`src/rtl/dsa_pkg.sv`:
```
`timescale 1ns / 1ps

package dsa_pkg;

    // Request codes
    localparam logic [1:0] ACT_ALLOC = 2'd0;
    localparam logic [1:0] ACT_TAKE  = 2'd1;
    localparam logic [1:0] ACT_DROP  = 2'd2;

    // Result status codes
    localparam logic [1:0] ST_OK      = 2'd0;
    localparam logic [1:0] ST_QUOTA   = 2'd1;
    localparam logic [1:0] ST_NOSLOT  = 2'd2;
    localparam logic [1:0] ST_INVALID = 2'd3;

    // Device kinds
    localparam logic [1:0] KIND_NONE = 2'd0;
    localparam logic [1:0] KIND_IDE  = 2'd1;
    localparam logic [1:0] KIND_LOOP = 2'd2;
    localparam logic [1:0] KIND_OBJ  = 2'd3;

    // Configuration register indexes
    localparam logic [1:0] CFG_QUOTA_IDE  = 2'd0;
    localparam logic [1:0] CFG_QUOTA_LOOP = 2'd1;
    localparam logic [1:0] CFG_QUOTA_OBJ  = 2'd2;

    localparam int CNT_W = 5;
    localparam logic [CNT_W-1:0] QUOTA_RESET = 5'd16;

    // Control part of the request token that walks the cell chain
    typedef struct packed {
        logic       valid;
        logic [1:0] action;
        logic [1:0] kind;
        logic       hit;
        logic [1:0] status;
        logic       freed;
        logic [1:0] rel_kind;
    } t_dsa_ctl;

endpackage

```
`src/rtl/device_slot_allocator_unit.sv`:
```
`timescale 1ns / 1ps
// Path: an allocate, take or drop that reaches the slot table passes through the cell
//   chain, then the staging register and the output register; a request refused up front
//   (bad kind or action, quota full, index out of range) goes straight to the staging register.
// A new request is taken only once the last one has left the cell chain and the staging
//   register; the request token visits one cell per cycle.
// Reset (synchronous, active low): all slots unused with zero references, live counts
//   zero, all quotas 16, no result pending.
module device_slot_allocator_unit #(
    parameter int NUM_SLOTS = 16,
    parameter int REF_BITS  = 8
) (
    input  logic       i_clk,
    input  logic       i_rst_n,

    input  logic       i_valid,
    output logic       o_stall,
    input  logic [1:0] i_action,
    input  logic [1:0] i_dev_kind,
    input  logic [3:0] i_slot_index,

    output logic       o_valid,
    input  logic       i_stall,
    output logic [1:0] o_status,
    output logic [3:0] o_slot_out,
    output logic [7:0] o_refs_after,
    output logic       o_slot_freed,

    input  logic       i_cfg_we,
    input  logic [1:0] i_cfg_idx,
    input  logic [4:0] i_cfg_data
);

    localparam int SLOT_W = $clog2(NUM_SLOTS);
    localparam int CW     = dsa_pkg::CNT_W;

    // ------------------------------------------------------------------
    // Configuration: per-kind quotas
    // ------------------------------------------------------------------
    logic [CW-1:0] r_quota_ide, r_quota_loop, r_quota_obj;

    always_ff @(posedge i_clk) begin
        if (!i_rst_n) begin
            r_quota_ide  <= dsa_pkg::QUOTA_RESET;
            r_quota_loop <= dsa_pkg::QUOTA_RESET;
            r_quota_obj  <= dsa_pkg::QUOTA_RESET;
        end else if (i_cfg_we) begin
            unique case (i_cfg_idx)
                dsa_pkg::CFG_QUOTA_IDE:  r_quota_ide  <= i_cfg_data;
                dsa_pkg::CFG_QUOTA_LOOP: r_quota_loop <= i_cfg_data;
                dsa_pkg::CFG_QUOTA_OBJ:  r_quota_obj  <= i_cfg_data;
                default:                 r_quota_ide  <= r_quota_ide;
            endcase
        end
    end

    // ------------------------------------------------------------------
    // Control flags
    //   r_busy : a token is walking the cell chain
    //   r_pv   : a result sits in the staging register
    //   r_ov   : a result is offered on the output channel
    // ------------------------------------------------------------------
    logic r_busy, r_pv, r_ov;
    logic w_in_xfer, w_out_free;

    // Accept only with no walk in flight and the staging slot empty
    assign o_stall    = r_busy | r_pv;
    assign w_in_xfer  = i_valid & ~o_stall;
    assign w_out_free = ~r_ov | ~i_stall;

    // Live count per kind; entry for the unused kind stays at zero
    logic [CW-1:0] r_live [4];

    // ------------------------------------------------------------------
    // Up-front checks on the incoming request
    // ------------------------------------------------------------------
    logic [CW-1:0]     w_quota;
    logic              w_walk;
    logic [1:0]        w_imm_status;
    logic [3:0]        w_imm_slot;
    logic [SLOT_W+3:0] w_idx_ext;
    logic              w_in_range;

    assign w_idx_ext  = (SLOT_W + 4)'(i_slot_index);
    assign w_in_range = 32'(i_slot_index) < 32'(NUM_SLOTS);

    always_comb begin
        unique case (i_dev_kind)
            dsa_pkg::KIND_IDE:  w_quota = r_quota_ide;
            dsa_pkg::KIND_LOOP: w_quota = r_quota_loop;
            dsa_pkg::KIND_OBJ:  w_quota = r_quota_obj;
            default:            w_quota = '0;
        endcase
    end

    always_comb begin
        w_walk       = 1'b0;
        w_imm_status = dsa_pkg::ST_INVALID;
        w_imm_slot   = '0;
        unique case (i_action)
            dsa_pkg::ACT_ALLOC: begin
                // refuse a kind of none, then a kind at its quota
                if (i_dev_kind == dsa_pkg::KIND_NONE) begin
                    w_imm_status = dsa_pkg::ST_INVALID;
                end else if (r_live[i_dev_kind] >= w_quota) begin
                    w_imm_status = dsa_pkg::ST_QUOTA;
                end else begin
                    w_walk = 1'b1;
                end
            end
            dsa_pkg::ACT_TAKE, dsa_pkg::ACT_DROP: begin
                w_imm_slot = i_slot_index;
                w_walk     = w_in_range;
            end
            default: begin
                w_imm_status = dsa_pkg::ST_INVALID;
            end
        endcase
    end

    // ------------------------------------------------------------------
    // Cell chain: one cell per slot, the token advances one cell a cycle
    // ------------------------------------------------------------------
    dsa_pkg::t_dsa_ctl   w_ctl  [NUM_SLOTS+1];
    logic [SLOT_W-1:0]   w_tgt  [NUM_SLOTS+1];
    logic [SLOT_W-1:0]   w_slot [NUM_SLOTS+1];
    logic [REF_BITS-1:0] w_refs [NUM_SLOTS+1];
    dsa_pkg::t_dsa_ctl   w_head_ctl;

    always_comb begin
        w_head_ctl          = '0;
        w_head_ctl.valid    = w_in_xfer & w_walk;
        w_head_ctl.action   = i_action;
        w_head_ctl.kind     = i_dev_kind;
        w_head_ctl.hit      = 1'b0;
        // status if no cell claims the token
        w_head_ctl.status   = (i_action == dsa_pkg::ACT_ALLOC) ? dsa_pkg::ST_NOSLOT
                                                              : dsa_pkg::ST_INVALID;
        w_head_ctl.freed    = 1'b0;
        w_head_ctl.rel_kind = dsa_pkg::KIND_NONE;
    end

    assign w_ctl[0]  = w_head_ctl;
    assign w_tgt[0]  = w_idx_ext[SLOT_W-1:0];
    assign w_slot[0] = (i_action == dsa_pkg::ACT_ALLOC) ? '0 : w_idx_ext[SLOT_W-1:0];
    assign w_refs[0] = '0;

    for (genvar g = 0; g < NUM_SLOTS; g++) begin : g_cell
        dsa_cell #(
            .SLOT_W   (SLOT_W),
            .REF_BITS (REF_BITS),
            .CELL_ID  (g)
        ) u_cell (
            .i_clk   (i_clk),
            .i_rst_n (i_rst_n),
            .i_ctl   (w_ctl[g]),
            .i_tgt   (w_tgt[g]),
            .i_slot  (w_slot[g]),
            .i_refs  (w_refs[g]),
            .o_ctl   (w_ctl[g+1]),
            .o_tgt   (w_tgt[g+1]),
            .o_slot  (w_slot[g+1]),
            .o_refs  (w_refs[g+1])
        );
    end

    dsa_pkg::t_dsa_ctl w_end;
    logic [SLOT_W+3:0]   w_end_slot_ext;
    logic [REF_BITS+7:0] w_end_refs_ext;

    assign w_end          = w_ctl[NUM_SLOTS];
    assign w_end_slot_ext = (SLOT_W + 4)'(w_slot[NUM_SLOTS]);
    assign w_end_refs_ext = (REF_BITS + 8)'(w_refs[NUM_SLOTS]);

    // ------------------------------------------------------------------
    // Walk flag and live counts, updated as the token leaves the chain
    // ------------------------------------------------------------------
    always_ff @(posedge i_clk) begin
        if (!i_rst_n) begin
            r_busy <= 1'b0;
            for (int k = 0; k < 4; k++) begin
                r_live[k] <= '0;
            end
        end else begin
            if (w_in_xfer && w_walk) begin
                r_busy <= 1'b1;
            end else if (w_end.valid) begin
                r_busy <= 1'b0;
            end
            if (w_end.valid) begin
                // bump on a granted allocate, drop on a release, never below zero
                if (w_end.action == dsa_pkg::ACT_ALLOC && w_end.hit) begin
                    r_live[w_end.kind] <= CW'(r_live[w_end.kind] + 1'b1);
                end else if (w_end.freed && r_live[w_end.rel_kind] != '0) begin
                    r_live[w_end.rel_kind] <= CW'(r_live[w_end.rel_kind] - 1'b1);
                end
            end
        end
    end

    // ------------------------------------------------------------------
    // Staging register, then output register
    // ------------------------------------------------------------------
    logic [1:0] r_p_status, r_o_status;
    logic [3:0] r_p_slot,   r_o_slot;
    logic [7:0] r_p_refs,   r_o_refs;
    logic       r_p_freed,  r_o_freed;
    logic       w_drain;

    assign w_drain = r_pv & w_out_free;

    always_ff @(posedge i_clk) begin
        if (!i_rst_n) begin
            r_pv <= 1'b0;
            r_ov <= 1'b0;
        end else begin
            if ((w_in_xfer && !w_walk) || w_end.valid) begin
                r_pv <= 1'b1;
            end else if (w_drain) begin
                r_pv <= 1'b0;
            end
            if (w_out_free) begin
                r_ov <= r_pv;
            end
        end
    end

    always_ff @(posedge i_clk) begin
        // refused up front: no state change
        if (w_in_xfer && !w_walk) begin
            r_p_status <= w_imm_status;
            r_p_slot   <= w_imm_slot;
            r_p_refs   <= '0;
            r_p_freed  <= 1'b0;
        end else if (w_end.valid) begin
            r_p_status <= w_end.status;
            r_p_slot   <= w_end_slot_ext[3:0];
            r_p_refs   <= w_end_refs_ext[7:0];
            r_p_freed  <= w_end.freed;
        end
        if (w_drain) begin
            r_o_status <= r_p_status;
            r_o_slot   <= r_p_slot;
            r_o_refs   <= r_p_refs;
            r_o_freed  <= r_p_freed;
        end
    end

    assign o_valid      = r_ov;
    assign o_status     = r_o_status;
    assign o_slot_out   = r_o_slot;
    assign o_refs_after = r_o_refs;
    assign o_slot_freed = r_o_freed;

endmodule

```
`src/rtl/dsa_cell.sv`:
```
`timescale 1ns / 1ps

module dsa_cell #(
    parameter int SLOT_W   = 4,
    parameter int REF_BITS = 8,
    parameter int CELL_ID  = 0
) (
    input  logic                 i_clk,
    input  logic                 i_rst_n,
    input  dsa_pkg::t_dsa_ctl    i_ctl,
    input  logic [SLOT_W-1:0]    i_tgt,
    input  logic [SLOT_W-1:0]    i_slot,
    input  logic [REF_BITS-1:0]  i_refs,
    output dsa_pkg::t_dsa_ctl    o_ctl,
    output logic [SLOT_W-1:0]    o_tgt,
    output logic [SLOT_W-1:0]    o_slot,
    output logic [REF_BITS-1:0]  o_refs
);

    localparam logic [SLOT_W-1:0] MY_ID = SLOT_W'(CELL_ID);

    logic [1:0]          r_kind, n_kind;
    logic [REF_BITS-1:0] r_refs, n_refs;

    dsa_pkg::t_dsa_ctl   r_ctl, n_ctl;
    logic [SLOT_W-1:0]   r_tgt, r_slot, n_slot;
    logic [REF_BITS-1:0] r_tok_refs, n_tok_refs;

    always_comb begin
        n_kind     = r_kind;
        n_refs     = r_refs;
        n_ctl      = i_ctl;
        n_slot     = i_slot;
        n_tok_refs = i_refs;
        if (i_ctl.valid && !i_ctl.hit) begin
            unique case (i_ctl.action)
                dsa_pkg::ACT_ALLOC: begin
                    // claim this slot if it is the first free one seen
                    if (r_kind == dsa_pkg::KIND_NONE) begin
                        n_ctl.hit    = 1'b1;
                        n_ctl.status = dsa_pkg::ST_OK;
                        n_slot       = MY_ID;
                        n_tok_refs   = REF_BITS'(1);
                        n_kind       = i_ctl.kind;
                        n_refs       = REF_BITS'(1);
                    end
                end
                dsa_pkg::ACT_TAKE: begin
                    if (i_tgt == MY_ID) begin
                        n_ctl.hit  = 1'b1;
                        n_tok_refs = r_refs;
                        if (r_kind != dsa_pkg::KIND_NONE && r_refs != '0 && r_refs != '1) begin
                            n_ctl.status = dsa_pkg::ST_OK;
                            n_tok_refs   = REF_BITS'(r_refs + 1'b1);
                            n_refs       = REF_BITS'(r_refs + 1'b1);
                        end
                    end
                end
                dsa_pkg::ACT_DROP: begin
                    if (i_tgt == MY_ID) begin
                        n_ctl.hit  = 1'b1;
                        n_tok_refs = r_refs;
                        if (r_kind != dsa_pkg::KIND_NONE && r_refs != '0) begin
                            n_ctl.status = dsa_pkg::ST_OK;
                            n_tok_refs   = REF_BITS'(r_refs - 1'b1);
                            n_refs       = REF_BITS'(r_refs - 1'b1);
                            if (r_refs == REF_BITS'(1)) begin
                                n_ctl.freed    = 1'b1;
                                n_ctl.rel_kind = r_kind;
                                n_kind         = dsa_pkg::KIND_NONE;
                            end
                        end
                    end
                end
                default: begin
                    n_ctl.hit = 1'b0;
                end
            endcase
        end
    end

    always_ff @(posedge i_clk) begin
        if (!i_rst_n) begin
            r_kind      <= dsa_pkg::KIND_NONE;
            r_refs      <= '0;
            r_ctl.valid <= 1'b0;
        end else begin
            r_kind      <= n_kind;
            r_refs      <= n_refs;
            r_ctl.valid <= n_ctl.valid;
        end
    end

    always_ff @(posedge i_clk) begin
        r_ctl.action   <= n_ctl.action;
        r_ctl.kind     <= n_ctl.kind;
        r_ctl.hit      <= n_ctl.hit;
        r_ctl.status   <= n_ctl.status;
        r_ctl.freed    <= n_ctl.freed;
        r_ctl.rel_kind <= n_ctl.rel_kind;
        r_tgt          <= i_tgt;
        r_slot         <= n_slot;
        r_tok_refs     <= n_tok_refs;
    end

    assign o_ctl  = r_ctl;
    assign o_tgt  = r_tgt;
    assign o_slot = r_slot;
    assign o_refs = r_tok_refs;

endmodule

```
`config.mk`:
```
export PLATFORM = sky130hd
export DESIGN_NAME = device_slot_allocator_unit
export DESIGN_NICKNAME = d
export VERILOG_FILES = /design/src/rtl/dsa_pkg.sv /design/src/rtl/device_slot_allocator_unit.sv /design/src/rtl/dsa_cell.sv
export SDC_FILE = /design/constraint.sdc
export NUM_CORES = 2
export LEC_CHECK = 0
export ABC_CLOCK_PERIOD_IN_PS = 6900
export BUFFER_PORTS_ARGS = -buffer_cell sky130_fd_sc_hd__buf_2
export CORE_AREA = 2 2 253 230
export DETAILED_ROUTE_END_ITERATION = 12
export DIE_AREA = 0 0 255 232
export HOLD_SLACK_MARGIN = 0.08
export PLACE_DENSITY_LB_ADDON = 0.12
export SYNTH_ARGS = -nofsm -noshare
export SYNTH_HDL_FRONTEND = slang
export SYNTH_HIERARCHICAL = 1
export SYNTH_SLANG_ARGS = --single-unit
```
`constraint.sdc`:
```
create_clock -name i_clk -period 6.9 [get_ports i_clk]
set_clock_uncertainty 0.1 [all_clocks]
set_input_delay 0 -clock i_clk [delete_from_list [all_inputs] [get_ports i_clk]]
set_output_delay 0 -clock i_clk [all_outputs]
set_load 0.02 [all_outputs]
```
==> key figures <==
Power and ir drop
  • Peak supply drop: 0.0001813 V
  • Leakage: 13.74 nW
  • Pwr/cell area: 225.0 nW/um2
  • Total power draw: 8.429 mW

Die
  • Number of I/O pins: 37
  • Area of the core: 56600 um2
  • Chip Width: 255 um
  • Row count: 83
  • Initial core utilization: around three fifths
  • Height of the chip: 232 um
  • Die Area: 59160 um2

Min path
  • Type of the worst min-delay path: primary input to flop

Clock network
  • CTS tree: yes
  • CTS Buf Count: 69
  • H-Tree Depth: 3
  • Skew-Pair Late Insertion Delay: 0.62 ns
  • TritonCTS Sinks: 656
  • CTS clk-pin slew, worst paths: 0.06 ns
  • CTS root buf: clkbuf_16
  • CTS Buffer Depth: 3
  • CTS resizes: 0

STA
  • F_max: 0.2464 GHz
  • Setup TNS: 0 ns
  • Final Setup Violations: 0
  • Slew headroom: a little over a quarter
  • Final period utilization: 58.83%
  • RSZ-0062 raised after global routing: false
  • Slew Limit Fails: 0
  • Hold slack: 0.1165 ns
  • Fin crit period: 4.059 ns
  • Slew @ Worst Pin: roughly 1.1 ns
  • Final hold violations: 0

Setup path
  • CP max stage cell: nor3b_1
  • Critical Path RT: 7.29 ns
  • Worst-path cell chain: mux4_2 > ha_1 > or4_1 > a211oi_1 > nor2_1 > a21boi_0 > buf_4 > nor3b_1 > o21ai_1 > a21oi_4 > o21ai_0 > and2_1
  • Kind of critical path: flop to flop
  • Worst Path Arrival: between 4 and 5 ns
  • Worst Path Max Fanout: 9
  • Critical path's largest stage delay: 0.53 ns
  • Critical Path End Type: flop
  • CP Launch Type: flop

Route
  • Vias: 30239
  • WL/cell: 21.08 um
  • Antenna Nets Post-Route: 0
  • Drt initial violations: 3062
  • DR DRC count: 0
  • Drt pass-1 iters: 8
  • Routed WL: 97.18 mm
  • Via-per-instance ratio: around 6.6

Layout
  • Layout cell share with drive strength beyond 1: 11.61%
  • Multi-input logic area: 19470 um2
  • Layout area overhead: 8.052%
  • Commonest non-fill, non-tap cells in the layout: dfxtp_1 (615), nand2_1 (278), nor2_1 (265)
  • Commonest non-fill, non-tap cell in the layout: dfxtp_1
  • Filler cells: roughly 4600
  • Register area: approximately 14000 um2
  • Nets: 3939

Job
  • Max cap viols: 0

Place
  • Post-DP HPWL: 69.98 mm
  • Routability congestion estimate: 0.9642
  • Buffers on Ports: 36

GRT
  • GRT Util Overall: 32.28%
  • Largest net degree at the start of global routing: 81
  • GRT overflow: 0
  • Initial antenna violation count: 2
  • Number of global-route vias before repair: ~28000
  • First-pass GRT wire length: 154.5 mm

Outcome
  • Outcome: finished, final reports clean

Logic synthesis
  • Mapped Cells: 3850
  • Synth warn: 6
  • Average footprint of a synthesized cell: 9.004 um2
  • Netlist Area Pre-Place: roughly 35000 um2
-- layout make-up --
type                    count  share of cell area [%]
clock inverters            37                   1.112
multi-input cells        2828                   51.97
clock buffers              87                   5.117
flip-flops and latches    656                   36.15
well taps                 765                   2.555
inverters                 161                   1.613
repair buffers             74                   1.466
diodes                      1                0.006680
-- final timing paths --
kind,from,endpoint,slack [ns],cells past startpoint
min reg2reg,g_cell[1].u_cell/o_tgt[1],g_cell[2].u_cell/o_tgt[1],0.25,0
max reg2reg,r_live[1][3],g_cell[0].u_cell/o_ctl[3],2.84,12
min,i_slot_index[0],g_cell[0].u_cell/o_tgt[0],0.12,2
max,r_live[1][3],g_cell[0].u_cell/o_ctl[3],2.84,12
-- critical path, delay by kind of cell, from the launching register on --
kind                       cells  cell delay, ns
and+or+nand+nor                4            1.35
DFF                            1            0.43
adders and majority gates      1            0.25
AOI/OAI and AO/OA              5            1.14
muxes                          1            0.51
buffers and inverters          1            0.17
-- registers in the layout, indices dropped and copies added, names as in the netlist, 5 cells and up --
register	flops
g_cell.u_cell/o_ctl	176
r_quota_obj	5
g_cell.u_cell/o_slot	64
r_quota_ide	5
r_live	20
o_refs_after	8
g_cell.u_cell/o_tgt	60
g_cell.u_cell/r_refs	128
g_cell.u_cell/r_kind	32
g_cell.u_cell/o_refs	128
r_p_refs	8
r_quota_loop	5
-- per-stage QoR --
step / area [um2] / std cells / worst slack, ns / utilization (%)
6_report: 37460 / 4609 / 2.841 / 66.18
5_1_grt: 37460 / 4608 / 2.474 / 66.18
4_1_cts: 37460 / 4608 / 2.875 / 66.18
3_5_place_dp: 34810 / 4453 / 2.897 / 61.51
3_3_place_gp: 34810 / 4453 / 2.989 / 61.51
2_1_floorplan: 34720 / 3864 / 3.351 / -
-- what timing repair did --
item / 4_1_cts / 5_1_grt
endpoints found under the hold margin: 123 / 0
endpoints found under the setup margin: 0 / 0
setup buffers: 0 / 0
hold buffers: 31 / 0
-- metal layers --
| layer | wire length [um] | share of wire [%] | track usage (%) | vias up |
|---|---|---|---|---|
| met2 | 44830 | 46 | 52.22 | 1362 |
| met3 | 7085 | 7.3 | 4.820 | 221 |
| met4 | 3520 | 3.6 | 11.44 | 2 |
| met1 | 41730 | 43 | 43.89 | 14555 |
| li1 | - | - | - | 14099 |
| met5 | 13 | 0.013 | 0 | - |
-- power by group --
group / switching [mW] / internal [mW] / total (mW) / leakage, nW
clock: 1.58 / 2.23 / 3.81 / 1.15
sequential: 0.105 / 4.00 / 4.11 / 5.50
combinational: 0.313 / 0.198 / 0.512 / 7.09
Power figures use the tool's default switching activity.
